==> config.mk <==
export PLATFORM = sky130hd
export DESIGN_NAME = stationary_pose_freeze_unit
export DESIGN_NICKNAME = d
export VERILOG_FILES = /design/src/hdl/spf_pkg.sv /design/src/hdl/stationary_pose_freeze_unit.sv /design/src/hdl/spf_sqr.sv /design/src/hdl/spf_norm.sv
export SDC_FILE = /design/constraint.sdc
export NUM_CORES = 2
export LEC_CHECK = 0
export ABC_AREA = 1
export BUFFER_PORTS_ARGS = -buffer_cell sky130_fd_sc_hd__buf_2
export CORE_MARGIN = 5
export CORE_UTILIZATION = 45
export CTS_BUF_LIST = sky130_fd_sc_hd__clkbuf_8 sky130_fd_sc_hd__clkbuf_16
export DETAILED_ROUTE_END_ITERATION = 10
export HOLD_SLACK_MARGIN = 0.1
export SLEW_MARGIN = 10
export SYNTH_ARGS = -nofsm -noshare
export SYNTH_HDL_FRONTEND = slang
export SYNTH_SLANG_ARGS = --single-unit
==> constraint.sdc <==
create_clock -name clk -period 13.9 [get_ports clk]
set_input_delay 2.78 -clock clk [delete_from_list [all_inputs] [get_ports clk]]
set_output_delay 2.78 -clock clk [all_outputs]
set_load 0.03 [all_outputs]
==> src/hdl/spf_pkg.sv <==
// Shared constants for the stationary pose freeze unit.
// No dependencies; imported by every module of the block.
`default_nettype none
package spf_pkg;
  // field widths
  localparam int POS_W   = 32;
  localparam int QUAT_W  = 16;
  localparam int TIME_W  = 40;
  localparam int MDT_W   = 16;
  localparam int STT_W   = 26;
  localparam int ADDR_W  = 3;
  localparam int DATA_W  = 32;

  // squares of position steps go through a 32-bit serial squarer
  localparam int SQ_W      = 32;
  localparam int SQ_CYCLES = 32;

  localparam int QUAT_FRAC_BITS_DEF = 14;

  // register reset values
  localparam logic [MDT_W-1:0] MOVE_DIST_RST = 16'd1311;
  localparam logic [STT_W-1:0] STILL_RST     = 26'd500000;

  // register index (paddr bit 2)
  localparam logic REG_MOVE_DIST = 1'b0;
  localparam logic REG_STILL     = 1'b1;
endpackage
`default_nettype wire

==> src/hdl/stationary_pose_freeze_unit.sv <==
// Stationary pose freeze unit: top level.
// Depends on spf_pkg, spf_sqr, spf_norm.
//
// Input channel (in_valid/in_stall) takes one odometry pose per transfer.
// Flagged poses and poses with an all-zero quaternion are taken and
// dropped at once with no result. Other poses give one result on the
// output channel (out_valid/out_stall).
// Each pose runs eight squares (three position steps, threshold, four
// quaternion parts) in turn through one bit-serial squarer up to the
// decision. A frozen result is then ready.
// A live result normalizes four components in turn, each on a serial
// divider and then a square root.
// One pose is worked on at a time; in_stall is high while busy.
// The result sits in an output register; the next pose is taken while it
// waits. If out_stall holds, a finished pose waits until the register
// frees up. Reset clears the pose history, the freeze, and sets the
// registers to 0.02 m and 0.5 s; no clearing pass is needed.
// APB registers: 0x0 move distance threshold, 0x4 still time threshold.
`default_nettype none
module stationary_pose_freeze_unit
  import spf_pkg::*;
#(
  parameter int QUAT_FRAC_BITS = QUAT_FRAC_BITS_DEF
) (
  input  wire logic                     clk,
  input  wire logic                     rst,
  // configuration
  input  wire logic                     psel,
  input  wire logic                     penable,
  input  wire logic                     pwrite,
  input  wire logic [ADDR_W-1:0]        paddr,
  input  wire logic [DATA_W-1:0]        pwdata,
  output logic [DATA_W-1:0]             prdata,
  output logic                          pready,
  // input channel
  input  wire logic                     in_valid,
  output logic                          in_stall,
  input  wire logic signed [POS_W-1:0]  pos_x,
  input  wire logic signed [POS_W-1:0]  pos_y,
  input  wire logic signed [POS_W-1:0]  pos_z,
  input  wire logic signed [QUAT_W-1:0] quat_x,
  input  wire logic signed [QUAT_W-1:0] quat_y,
  input  wire logic signed [QUAT_W-1:0] quat_z,
  input  wire logic signed [QUAT_W-1:0] quat_w,
  input  wire logic [TIME_W-1:0]        sample_time,
  input  wire logic [TIME_W-1:0]        arrival_time,
  input  wire logic                     not_finite,
  // output channel
  output logic                          out_valid,
  input  wire logic                     out_stall,
  output logic signed [POS_W-1:0]       out_pos_x,
  output logic signed [POS_W-1:0]       out_pos_y,
  output logic signed [POS_W-1:0]       out_pos_z,
  output logic signed [QUAT_W-1:0]      out_quat_x,
  output logic signed [QUAT_W-1:0]      out_quat_y,
  output logic signed [QUAT_W-1:0]      out_quat_z,
  output logic signed [QUAT_W-1:0]      out_quat_w,
  output logic [TIME_W-1:0]             out_time,
  output logic                          is_frozen
);
  localparam int ROOT_W = QUAT_FRAC_BITS + 2;
  localparam int S_W    = 2*QUAT_W + 1;
  localparam int QSQ_W  = 2*QUAT_W - 1;
  localparam int P2_W   = 2*SQ_W;

  localparam logic [2:0] S_IDLE    = 3'd0;
  localparam logic [2:0] S_LOAD    = 3'd1;
  localparam logic [2:0] S_SQ      = 3'd2;
  localparam logic [2:0] S_DECIDE  = 3'd3;
  localparam logic [2:0] S_NORM_GO = 3'd4;
  localparam logic [2:0] S_NORM    = 3'd5;
  localparam logic [2:0] S_OUT     = 3'd6;

  localparam logic [2:0] JOB_THR   = 3'd3;
  localparam logic [2:0] JOB_LAST  = 3'd7;

  logic [2:0]              state;
  logic [2:0]              job;
  logic [1:0]              comp;

  logic [MDT_W-1:0]        move_dist;
  logic [STT_W-1:0]        still_time;

  logic signed [POS_W-1:0]  p     [3];
  logic signed [QUAT_W-1:0] q     [4];
  logic [TIME_W-1:0]        ts;
  logic [TIME_W-1:0]        now;
  logic signed [POS_W-1:0]  prev  [3];
  logic signed [POS_W-1:0]  held  [3];
  logic signed [QUAT_W-1:0] hq    [4];
  logic [TIME_W-1:0]        move_time;
  logic                     freeze;

  logic [P2_W-1:0]          d2;
  logic [SQ_W-1:0]          th2;
  logic [QSQ_W-1:0]         qsq   [4];
  logic [S_W-1:0]           ssum;
  logic signed [QUAT_W-1:0] kres  [4];

  logic                     in_take;
  logic                     drop;
  logic                     out_free;

  logic                     sqr_start;
  logic                     sqr_done;
  logic [SQ_W-1:0]          sqr_mag;
  logic [P2_W-1:0]          sqr_prod;
  logic                     norm_start;
  logic                     norm_done;
  logic [ROOT_W-1:0]        norm_k;

  logic signed [POS_W:0]    dlt;
  logic [POS_W:0]           dmag;
  logic [QUAT_W-1:0]        qmag;
  logic [P2_W:0]            d2_sum;
  logic                     moving;
  logic [TIME_W-1:0]        mt_new;
  logic                     frz_a;
  logic [TIME_W:0]          elapsed;
  logic                     frz_b;
  logic [QUAT_W-1:0]        kext;

  // configuration port
  assign pready = 1'b1;
  always_ff @(posedge clk) begin
    if (rst) begin
      move_dist  <= MOVE_DIST_RST;
      still_time <= STILL_RST;
    end else if (psel && penable && pwrite && pready) begin
      case (paddr[2])
        REG_MOVE_DIST: move_dist  <= pwdata[MDT_W-1:0];
        REG_STILL:     still_time <= pwdata[STT_W-1:0];
        default: ;
      endcase
    end
  end
  assign prdata = (paddr[2] == REG_STILL) ? DATA_W'(still_time) : DATA_W'(move_dist);

  // handshakes
  assign in_stall = (state != S_IDLE);
  assign in_take  = in_valid && !in_stall;
  assign drop     = not_finite ||
                    (quat_x == '0 && quat_y == '0 && quat_z == '0 && quat_w == '0);
  assign out_free = !out_valid || !out_stall;

  // squarer operand select
  always_comb begin
    dlt  = {p[job[1:0]][POS_W-1], p[job[1:0]]} - {prev[job[1:0]][POS_W-1], prev[job[1:0]]};
    dmag = dlt[POS_W] ? POS_W'(-dlt) : dlt;
    qmag = q[job[1:0]][QUAT_W-1] ? QUAT_W'(-q[job[1:0]]) : q[job[1:0]];
    if (job < JOB_THR)       sqr_mag = dmag[SQ_W-1:0];
    else if (job == JOB_THR) sqr_mag = SQ_W'(move_dist);
    else                     sqr_mag = SQ_W'(qmag);
  end
  assign sqr_start = (state == S_LOAD);
  assign d2_sum    = {1'b0, d2} + {1'b0, sqr_prod};

  // motion and freeze decision
  always_comb begin
    moving  = (d2 > P2_W'(th2));
    mt_new  = moving ? ts : move_time;
    frz_a   = moving ? 1'b0 : freeze;
    elapsed = {1'b0, now} - {1'b0, mt_new};
    frz_b   = frz_a || (!elapsed[TIME_W] && (elapsed[TIME_W-1:0] > TIME_W'(still_time)));
  end

  assign norm_start = (state == S_NORM_GO);
  assign kext       = QUAT_W'(norm_k);

  spf_sqr u_sqr (
    .clk   (clk),
    .rst   (rst),
    .start (sqr_start),
    .mag   (sqr_mag),
    .done  (sqr_done),
    .prod  (sqr_prod)
  );

  spf_norm #(
    .QUAT_FRAC_BITS (QUAT_FRAC_BITS)
  ) u_norm (
    .clk   (clk),
    .rst   (rst),
    .start (norm_start),
    .sq    (qsq[comp]),
    .ssum  (ssum),
    .done  (norm_done),
    .k     (norm_k)
  );

  // sequencer and pose history
  always_ff @(posedge clk) begin
    if (rst) begin
      state     <= S_IDLE;
      job       <= '0;
      comp      <= '0;
      move_time <= '0;
      freeze    <= 1'b0;
      out_valid <= 1'b0;
      for (int i = 0; i < 3; i++) begin
        prev[i] <= '0;
        held[i] <= '0;
      end
      for (int i = 0; i < 3; i++) hq[i] <= '0;
      hq[3] <= QUAT_W'(1 << QUAT_FRAC_BITS);
    end else begin
      // a new result loaded in S_OUT takes the place of the one leaving
      if (out_valid && !out_stall && state != S_OUT) out_valid <= 1'b0;
      case (state)
        S_IDLE: begin
          if (in_take && !drop) begin
            state <= S_LOAD;
            job   <= '0;
          end
        end
        S_LOAD: state <= S_SQ;
        S_SQ: begin
          if (sqr_done) begin
            if (job == JOB_LAST) state <= S_DECIDE;
            else begin
              job   <= job + 1'b1;
              state <= S_LOAD;
            end
          end
        end
        S_DECIDE: begin
          move_time <= mt_new;
          freeze    <= frz_b;
          if (!frz_a) begin
            for (int i = 0; i < 3; i++) held[i] <= p[i];
            for (int i = 0; i < 4; i++) hq[i] <= q[i];
          end
          for (int i = 0; i < 3; i++) prev[i] <= p[i];
          comp  <= '0;
          state <= frz_b ? S_OUT : S_NORM_GO;
        end
        S_NORM_GO: state <= S_NORM;
        S_NORM: begin
          if (norm_done) begin
            if (comp == 2'd3) state <= S_OUT;
            else begin
              comp  <= comp + 1'b1;
              state <= S_NORM_GO;
            end
          end
        end
        S_OUT: begin
          if (out_free) begin
            out_valid <= 1'b1;
            state     <= S_IDLE;
          end
        end
        default: state <= S_IDLE;
      endcase
    end
  end

  // item capture and sum accumulation
  always_ff @(posedge clk) begin
    if (in_take) begin
      p[0] <= pos_x;
      p[1] <= pos_y;
      p[2] <= pos_z;
      q[0] <= quat_x;
      q[1] <= quat_y;
      q[2] <= quat_z;
      q[3] <= quat_w;
      ts   <= sample_time;
      now  <= arrival_time;
      d2   <= '0;
      ssum <= '0;
    end
    if (state == S_SQ && sqr_done) begin
      if (job < JOB_THR)       d2  <= d2_sum[P2_W] ? '1 : d2_sum[P2_W-1:0];
      else if (job == JOB_THR) th2 <= sqr_prod[SQ_W-1:0];
      else begin
        qsq[job[1:0]] <= sqr_prod[QSQ_W-1:0];
        ssum          <= ssum + sqr_prod[S_W-1:0];
      end
    end
    if (state == S_NORM && norm_done)
      kres[comp] <= q[comp][QUAT_W-1] ? QUAT_W'(-kext) : kext;
  end

  // output register
  always_ff @(posedge clk) begin
    if (state == S_OUT && out_free) begin
      out_time  <= ts;
      is_frozen <= freeze;
      if (freeze) begin
        out_pos_x  <= held[0];
        out_pos_y  <= held[1];
        out_pos_z  <= held[2];
        out_quat_x <= hq[0];
        out_quat_y <= hq[1];
        out_quat_z <= hq[2];
        out_quat_w <= hq[3];
      end else begin
        out_pos_x  <= p[0];
        out_pos_y  <= p[1];
        out_pos_z  <= p[2];
        out_quat_x <= kres[0];
        out_quat_y <= kres[1];
        out_quat_z <= kres[2];
        out_quat_w <= kres[3];
      end
    end
  end
endmodule
`default_nettype wire

==> src/hdl/spf_sqr.sv <==
// Bit-serial squarer: one multiplier bit per cycle, shift-and-add.
// Depends on spf_pkg.
`default_nettype none
module spf_sqr
  import spf_pkg::*;
(
  input  wire logic              clk,
  input  wire logic              rst,
  input  wire logic              start,
  input  wire logic [SQ_W-1:0]   mag,
  output logic                   done,
  output logic [2*SQ_W-1:0]      prod
);
  localparam int CNT_W = $clog2(SQ_CYCLES);

  logic [2*SQ_W-1:0] mcand;
  logic [SQ_W-1:0]   mplier;
  logic [CNT_W-1:0]  cnt;
  logic              busy;

  // control
  always_ff @(posedge clk) begin
    if (rst) begin
      busy <= 1'b0;
      done <= 1'b0;
      cnt  <= '0;
    end else begin
      done <= 1'b0;
      if (start) begin
        busy <= 1'b1;
        cnt  <= '0;
      end else if (busy) begin
        cnt <= cnt + 1'b1;
        if (cnt == CNT_W'(SQ_CYCLES - 1)) begin
          busy <= 1'b0;
          done <= 1'b1;
        end
      end
    end
  end

  // datapath: add shifted multiplicand for each set multiplier bit
  always_ff @(posedge clk) begin
    if (start) begin
      mcand  <= {{SQ_W{1'b0}}, mag};
      mplier <= mag;
      prod   <= '0;
    end else if (busy) begin
      if (mplier[0]) prod <= prod + mcand;
      mcand  <= {mcand[2*SQ_W-2:0], 1'b0};
      mplier <= {1'b0, mplier[SQ_W-1:1]};
    end
  end
endmodule
`default_nettype wire

==> src/hdl/spf_norm.sv <==
// Serial normalizer for one quaternion component: restoring divide of
// q^2 * 4^(Q+1) by the sum of squares, then a 2-bit-per-step square root.
// Depends on spf_pkg.
`default_nettype none
module spf_norm
  import spf_pkg::*;
#(
  parameter int QUAT_FRAC_BITS = QUAT_FRAC_BITS_DEF
) (
  input  wire logic                      clk,
  input  wire logic                      rst,
  input  wire logic                      start,
  input  wire logic [2*QUAT_W-2:0]       sq,
  input  wire logic [2*QUAT_W:0]         ssum,
  output logic                           done,
  output logic [QUAT_FRAC_BITS+1:0]      k
);
  localparam int DIV_BITS = 2*QUAT_FRAC_BITS + 3;
  localparam int STEPS    = QUAT_FRAC_BITS + 2;
  localparam int ROOT_W   = QUAT_FRAC_BITS + 2;
  localparam int RW       = QUAT_FRAC_BITS + 5;
  localparam int SIN_W    = 2*STEPS;
  localparam int CNT_W    = $clog2(DIV_BITS);
  localparam int S_W      = 2*QUAT_W + 1;

  localparam logic [1:0] PH_IDLE = 2'd0;
  localparam logic [1:0] PH_DIV  = 2'd1;
  localparam logic [1:0] PH_SQRT = 2'd2;

  logic [1:0]          phase;
  logic [CNT_W-1:0]    cnt;
  logic [S_W-1:0]      rem;
  logic [DIV_BITS-1:0] dvl;
  logic [DIV_BITS-1:0] qt;
  logic [SIN_W-1:0]    n;
  logic [RW-1:0]       sr;
  logic [ROOT_W-1:0]   rt;

  logic [S_W:0]        t;
  logic                dge;
  logic [S_W-1:0]      rem_next;
  logic [DIV_BITS-1:0] qt_next;
  logic [RW-1:0]       r2;
  logic [RW-1:0]       trial;
  logic                sge;
  logic [ROOT_W-1:0]   rt_next;
  logic [ROOT_W:0]     rnd;

  // one divide step
  always_comb begin
    t        = {rem, dvl[DIV_BITS-1]};
    dge      = (t >= {1'b0, ssum});
    rem_next = dge ? S_W'(t - {1'b0, ssum}) : t[S_W-1:0];
    qt_next  = {qt[DIV_BITS-2:0], dge};
  end

  // one square root step
  always_comb begin
    r2      = {sr[RW-3:0], n[SIN_W-1 -: 2]};
    trial   = RW'({rt, 2'b01});
    sge     = (r2 >= trial);
    rt_next = {rt[ROOT_W-2:0], sge};
    rnd     = {1'b0, rt_next} + 1'b1;
  end

  always_ff @(posedge clk) begin
    if (rst) begin
      phase <= PH_IDLE;
      cnt   <= '0;
      done  <= 1'b0;
    end else begin
      done <= 1'b0;
      case (phase)
        PH_IDLE: begin
          if (start) begin
            phase <= PH_DIV;
            cnt   <= '0;
          end
        end
        PH_DIV: begin
          cnt <= cnt + 1'b1;
          if (cnt == CNT_W'(DIV_BITS - 1)) begin
            phase <= PH_SQRT;
            cnt   <= '0;
          end
        end
        PH_SQRT: begin
          cnt <= cnt + 1'b1;
          if (cnt == CNT_W'(STEPS - 1)) begin
            phase <= PH_IDLE;
            done  <= 1'b1;
          end
        end
        default: phase <= PH_IDLE;
      endcase
    end
  end

  // datapath; dividend high part is sq/2, low part sq[0] then zeros
  always_ff @(posedge clk) begin
    case (phase)
      PH_IDLE: begin
        if (start) begin
          rem <= S_W'(sq >> 1);
          dvl <= {sq[0], {(DIV_BITS-1){1'b0}}};
          qt  <= '0;
        end
      end
      PH_DIV: begin
        rem <= rem_next;
        dvl <= {dvl[DIV_BITS-2:0], 1'b0};
        qt  <= qt_next;
        if (cnt == CNT_W'(DIV_BITS - 1)) begin
          n  <= {1'b0, qt_next};
          sr <= '0;
          rt <= '0;
        end
      end
      PH_SQRT: begin
        sr <= sge ? RW'(r2 - trial) : r2;
        rt <= rt_next;
        n  <= {n[SIN_W-3:0], 2'b00};
        // nearest k is (root + 1) / 2
        if (cnt == CNT_W'(STEPS - 1)) k <= rnd[ROOT_W:1];
      end
      default: ;
    endcase
  end
endmodule
`default_nettype wire

==> PnR_summary.wiki <==
{| class="wikitable"
! Metric !! Value
|-
| Sequential-to-total area share from yosys stat || 54.4%
|-
| Count of pins on the block boundary || 519
|-
| Detailed Place HPWL || 152000 um
|-
| Residual overflow from global routing || 0
|-
| Total CTS buffers || 156
|-
| Mapped Cells || ~8000
|-
| Layout net count || 9114
|-
| Highest Clock Rate || 131 MHz
|-
| Detail-routed net length per standard cell || around 20 um
|-
| Worst Skew || 0.0402 ns
|-
| Commonest non-fill, non-tap cell in the layout || nand2_1
|-
| Final-report hold violation count || 0
|-
| Largest buffer count on any clock path || 3
|-
| Clock-pin transition on the worst setup and hold timing paths || 0.05 ns
|-
| Accumulated negative setup slack || 0 ns
|-
| Worst EP arrival || 4.84 ns
|-
| Length in cells of the worst reg-to-reg path || 39
|-
| Xor and xnor fraction of the mapped netlist area || 2.78%
|-
| Clock tree sinks || roughly 1400
|-
| Data required time of the worst path || 11.12 ns
|-
| Cell-by-cell listing of the critical path || buf_2, clkinv_1, o21ai_0, buf_2
|-
| Number of H-tree levels || 4
|-
| Skew-Pair Late Insertion Delay || 0.81 ns
|-
| Leading cell types by total area after synthesis || edfxtp_1 46%, nand2_1 8.5%, dfxtp_1 8.3%
|-
| Mux contribution to synthesized area || 0%
|-
| Number of cells on the critical path || 4
|-
| Power per unit of standard cell area || around 210 nW/um2
|-
| Launch point of the worst path || paddr[2]
|-
| Hold buffers post-CTS || 0
|-
| Relative max-transition margin || 26.1%
|-
| Antenna violation net count after detailed routing || 0
|-
| Commonest register cell after synthesis || edfxtp_1
|-
| Flip-flop and latch count after synthesis || approximately 1400
|-
| Area taken by multi-input logic gates || 28500 um2
|-
| Setup repair after global routing missed its margin || no
|-
| Critical path capture point type || output pin
|-
| Count of standard-cell rows || 148
|-
| Compound-cell area share of the yosys netlist || 13.5%
|-
| Number of global-route vias before repair || 54647
|-
| Initial detailed-routing violation count || 4613
|-
| Setup-violating endpoint count in the final report || 0
|-
| Cell chosen for the clock root || clkbuf_16
|-
| Post-synth design cell area || 73400 um2
|-
| Yosys top cell area share || 46.1%
|-
| Post-layout min period || 7.62 ns
|-
| Width of the chip || about 410 um
|-
| Largest fanout of any net on the critical path || 28
|-
| Post-place instance area || 78300 um2
|-
| DRT Wirelength || 211000 um
|-
| Commonest cells after routing, fill and taps aside || 1653 x nand2_1, 1126 x edfxtp_1, 1065 x inv_1
|-
| Highest-delay cell along the critical path || o21ai_0
|-
| Worst-margin pin slew || between 1 and 1.5 ns
|-
| Filler Cells Inserted || 15057
|-
| Leakage component of the power || 36.3 nW
|-
| Final std cell area, no fill || roughly 84000 um2
|-
| Area used by sequential logic in the layout || 39900 um2
|-
| Crit path largest cell delay || around 0.72 ns
|-
| Critical path buffer and inverter count || 3
|-
| Die area || 171000 um2
|-
| Critical setup path kind || in2out
|-
| Family of cells with the greatest summed delay on the critical path || buffers and inverters
|-
| Core area || ~160000 um2
|-
| Number of gates given a new drive strength after cts || 0
|-
| Max-slew violations || 0
|-
| Fraction of registers with async set/reset || 0%
|-
| Synth Area in Adders || 6.22%
|-
| Via count || 56853
|-
| Most used cell along the critical path || buf_2
|-
| Kind of path behind the tightest hold check || reg2reg
|-
| Worst Slack Setup Final || 6.28 ns
|-
| Distinct cells, synth || 71
|-
| Fraction of final layout cells sized beyond drive strength 1 || 11.9%
|-
| Final Hold Slack || approximately 0.46 ns
|-
| Final core utilization || 51.4%
|-
| Synthesized-area fraction occupied by and/or/nand/nor cells || 16.2%
|-
| Startpoint Class || input port
|-
| Post-detailed-route via-to-cell ratio || 5.27
|-
| Reg2reg start || th2[3]$_DFFE_PP_
|-
| Die height || about 410 um
|-
| Outcome || complete, no violations
|-
| IR Drop Worst-Case VDD || 0.161 mV
|-
| Number of port buffers || 503
|-
| Post-detailed-route DRC marker count || 0
|-
| Worst setup slack before clock tree synthesis || about 6.3 ns
|-
| Initial cell density of the core || 45.2%
|-
| Clock tree from TritonCTS || done
|-
| Synthesis warning total || 0
|-
| Length of the first detailed-routing pass in iterations || 5
|-
| Register-to-register setup slack || 7.16 ns
|-
| Initial antenna violation count || 16
|-
| Area leader, netlist || edfxtp_1
|-
| RD Place Congestion || between 0.9 and 1
|-
| Reg2reg end || state[1]$_SDFFE_PP0P_
|-
| Avg Synthesized Cell Area || 9.18 um2
|-
| Final critical-path share of the clock period || 54.8%
|-
| Wire length of the first global-routing pass || 321000 um
|-
| Pin count of the biggest net entering global routing || 154
|-
| Total global routing track utilization || 24.2%
|-
| Main combinational cell family by area after synthesis || simple AND/OR/NAND/NOR gates
|-
| Timing endpoint of the critical path || prdata[1]
|-
| Count of flip-flops with a built-in enable after synthesis || 1126
|-
| Area Growth Syn to Fin || 13.9%
|-
| Max_cap viols || 0
|-
| Setup bufs post-CTS || 0
|}
## worst register-to-register path, delay by kind of cell (launching register included)
| kind | cells | cell delay (ns) |
|---|---|---|
| AOI/OAI and AO/OA | 9 | 1.58 |
| xor gates and xnor gates | 1 | 0.23 |
| adders and majority gates | 3 | 1.01 |
| buffers and inverters | 4 | 0.23 |
| DFF | 1 | 0.33 |
| and+or+nand+nor | 22 | 3.21 |
## power breakdown
part / switching (mW) / leakage, nW / internal, mW
Sequential: 0.417 / 13.2 / 5.64
Clock: 1.80 / 2.70 / 2.42
Combinational: 5.00 / 20.4 / 2.26
Total: 7.21 / 36.3 / 10.3
## worst min path at each step
stage,slack [ns],end,startpoint,cells after the start
5_1_grt,0.46,out_time[30]$_DFFE_PP_,ts[30]$_DFFE_PP_,0
3_5_place_dp,0.44,out_time[27]$_DFFE_PP_,ts[27]$_DFFE_PP_,0
6_report,0.46,out_time[23]$_DFFE_PP_,ts[23]$_DFFE_PP_,0
4_1_cts,0.45,out_time[8]$_DFFE_PP_,ts[8]$_DFFE_PP_,0
2_1_floorplan,0.42,out_time[14]$_DFFE_PP_,ts[14]$_DFFE_PP_,0
3_3_place_gp,0.43,out_time[23]$_DFFE_PP_,ts[23]$_DFFE_PP_,0
## metal layers
| metal | up-vias | share of wire (%) | track usage [%] |
|---|---|---|---|
| li1 | 28035 | - | - |
| met1 | 26881 | 44 | 32.8 |
| met2 | 1616 | 47 | 40.1 |
| met3 | 307 | 6.5 | 4.43 |
| met4 | 14 | 2.5 | 6.33 |
| met5 | - | 0.045 | 0 |
## stage by stage
step / power, mW / cells
3_3_place_gp: 13.2 / 10487
3_5_place_dp: 13.3 / 10487
6_report: 17.5 / 10783
4_1_cts: 17.6 / 10777
2_1_floorplan: 11.2 / 7999
5_1_grt: 18.7 / 10778
## cells in the mapped netlist, types with 30 or more instances
cell and number:
a31oi_1 84, xnor2_1 89, inv_1 1029, xor2_1 140
nand2_1 1657, o21ai_0 635, o22ai_1 72, o21ai_1 32
nand3_1 229, nor2_1 746, nor3_1 69, dfxtp_1 304
nand4_1 35, a21oi_1 632, o211ai_1 30, o21bai_1 55
ha_1 355, edfxtp_1 1126, clkbuf_1 246
## logic make-up after synthesis
kind of cell	after synthesis
AO/OA/AOI/OAI	1751
AND/OR/NAND/NOR	2891
other	2
flip-flops	1430
adder cells (fa/ha/maj)	361
XOR/XNOR	231
buffers and inverters	1328
## final cells by class
cell class                      instances  area share [%]
Sequential cell                      1430            47.8
Tap cell                             2175            3.26
Antenna cell                            6          0.0180
Inverter                             1054            4.76
Clock buffer                          169            4.94
Clock inverter                        121            1.34
Multi-Input combinational cell       5241            34.1
Timing Repair Buffer                  587            3.78
## registers in the layout, summed over array words and instances (netlist names), 33 cells and up, named ones only
register	count
p	96
ts	40
kres	64
u_norm.rem	33
q	64
hq	64
held	96
prev	96
ssum	33
u_sqr.mcand	64
now	40
u_sqr.prod	64
d2	64
move_time	40
qsq	124
out_time	40
(Power assumes the default switching activity.)
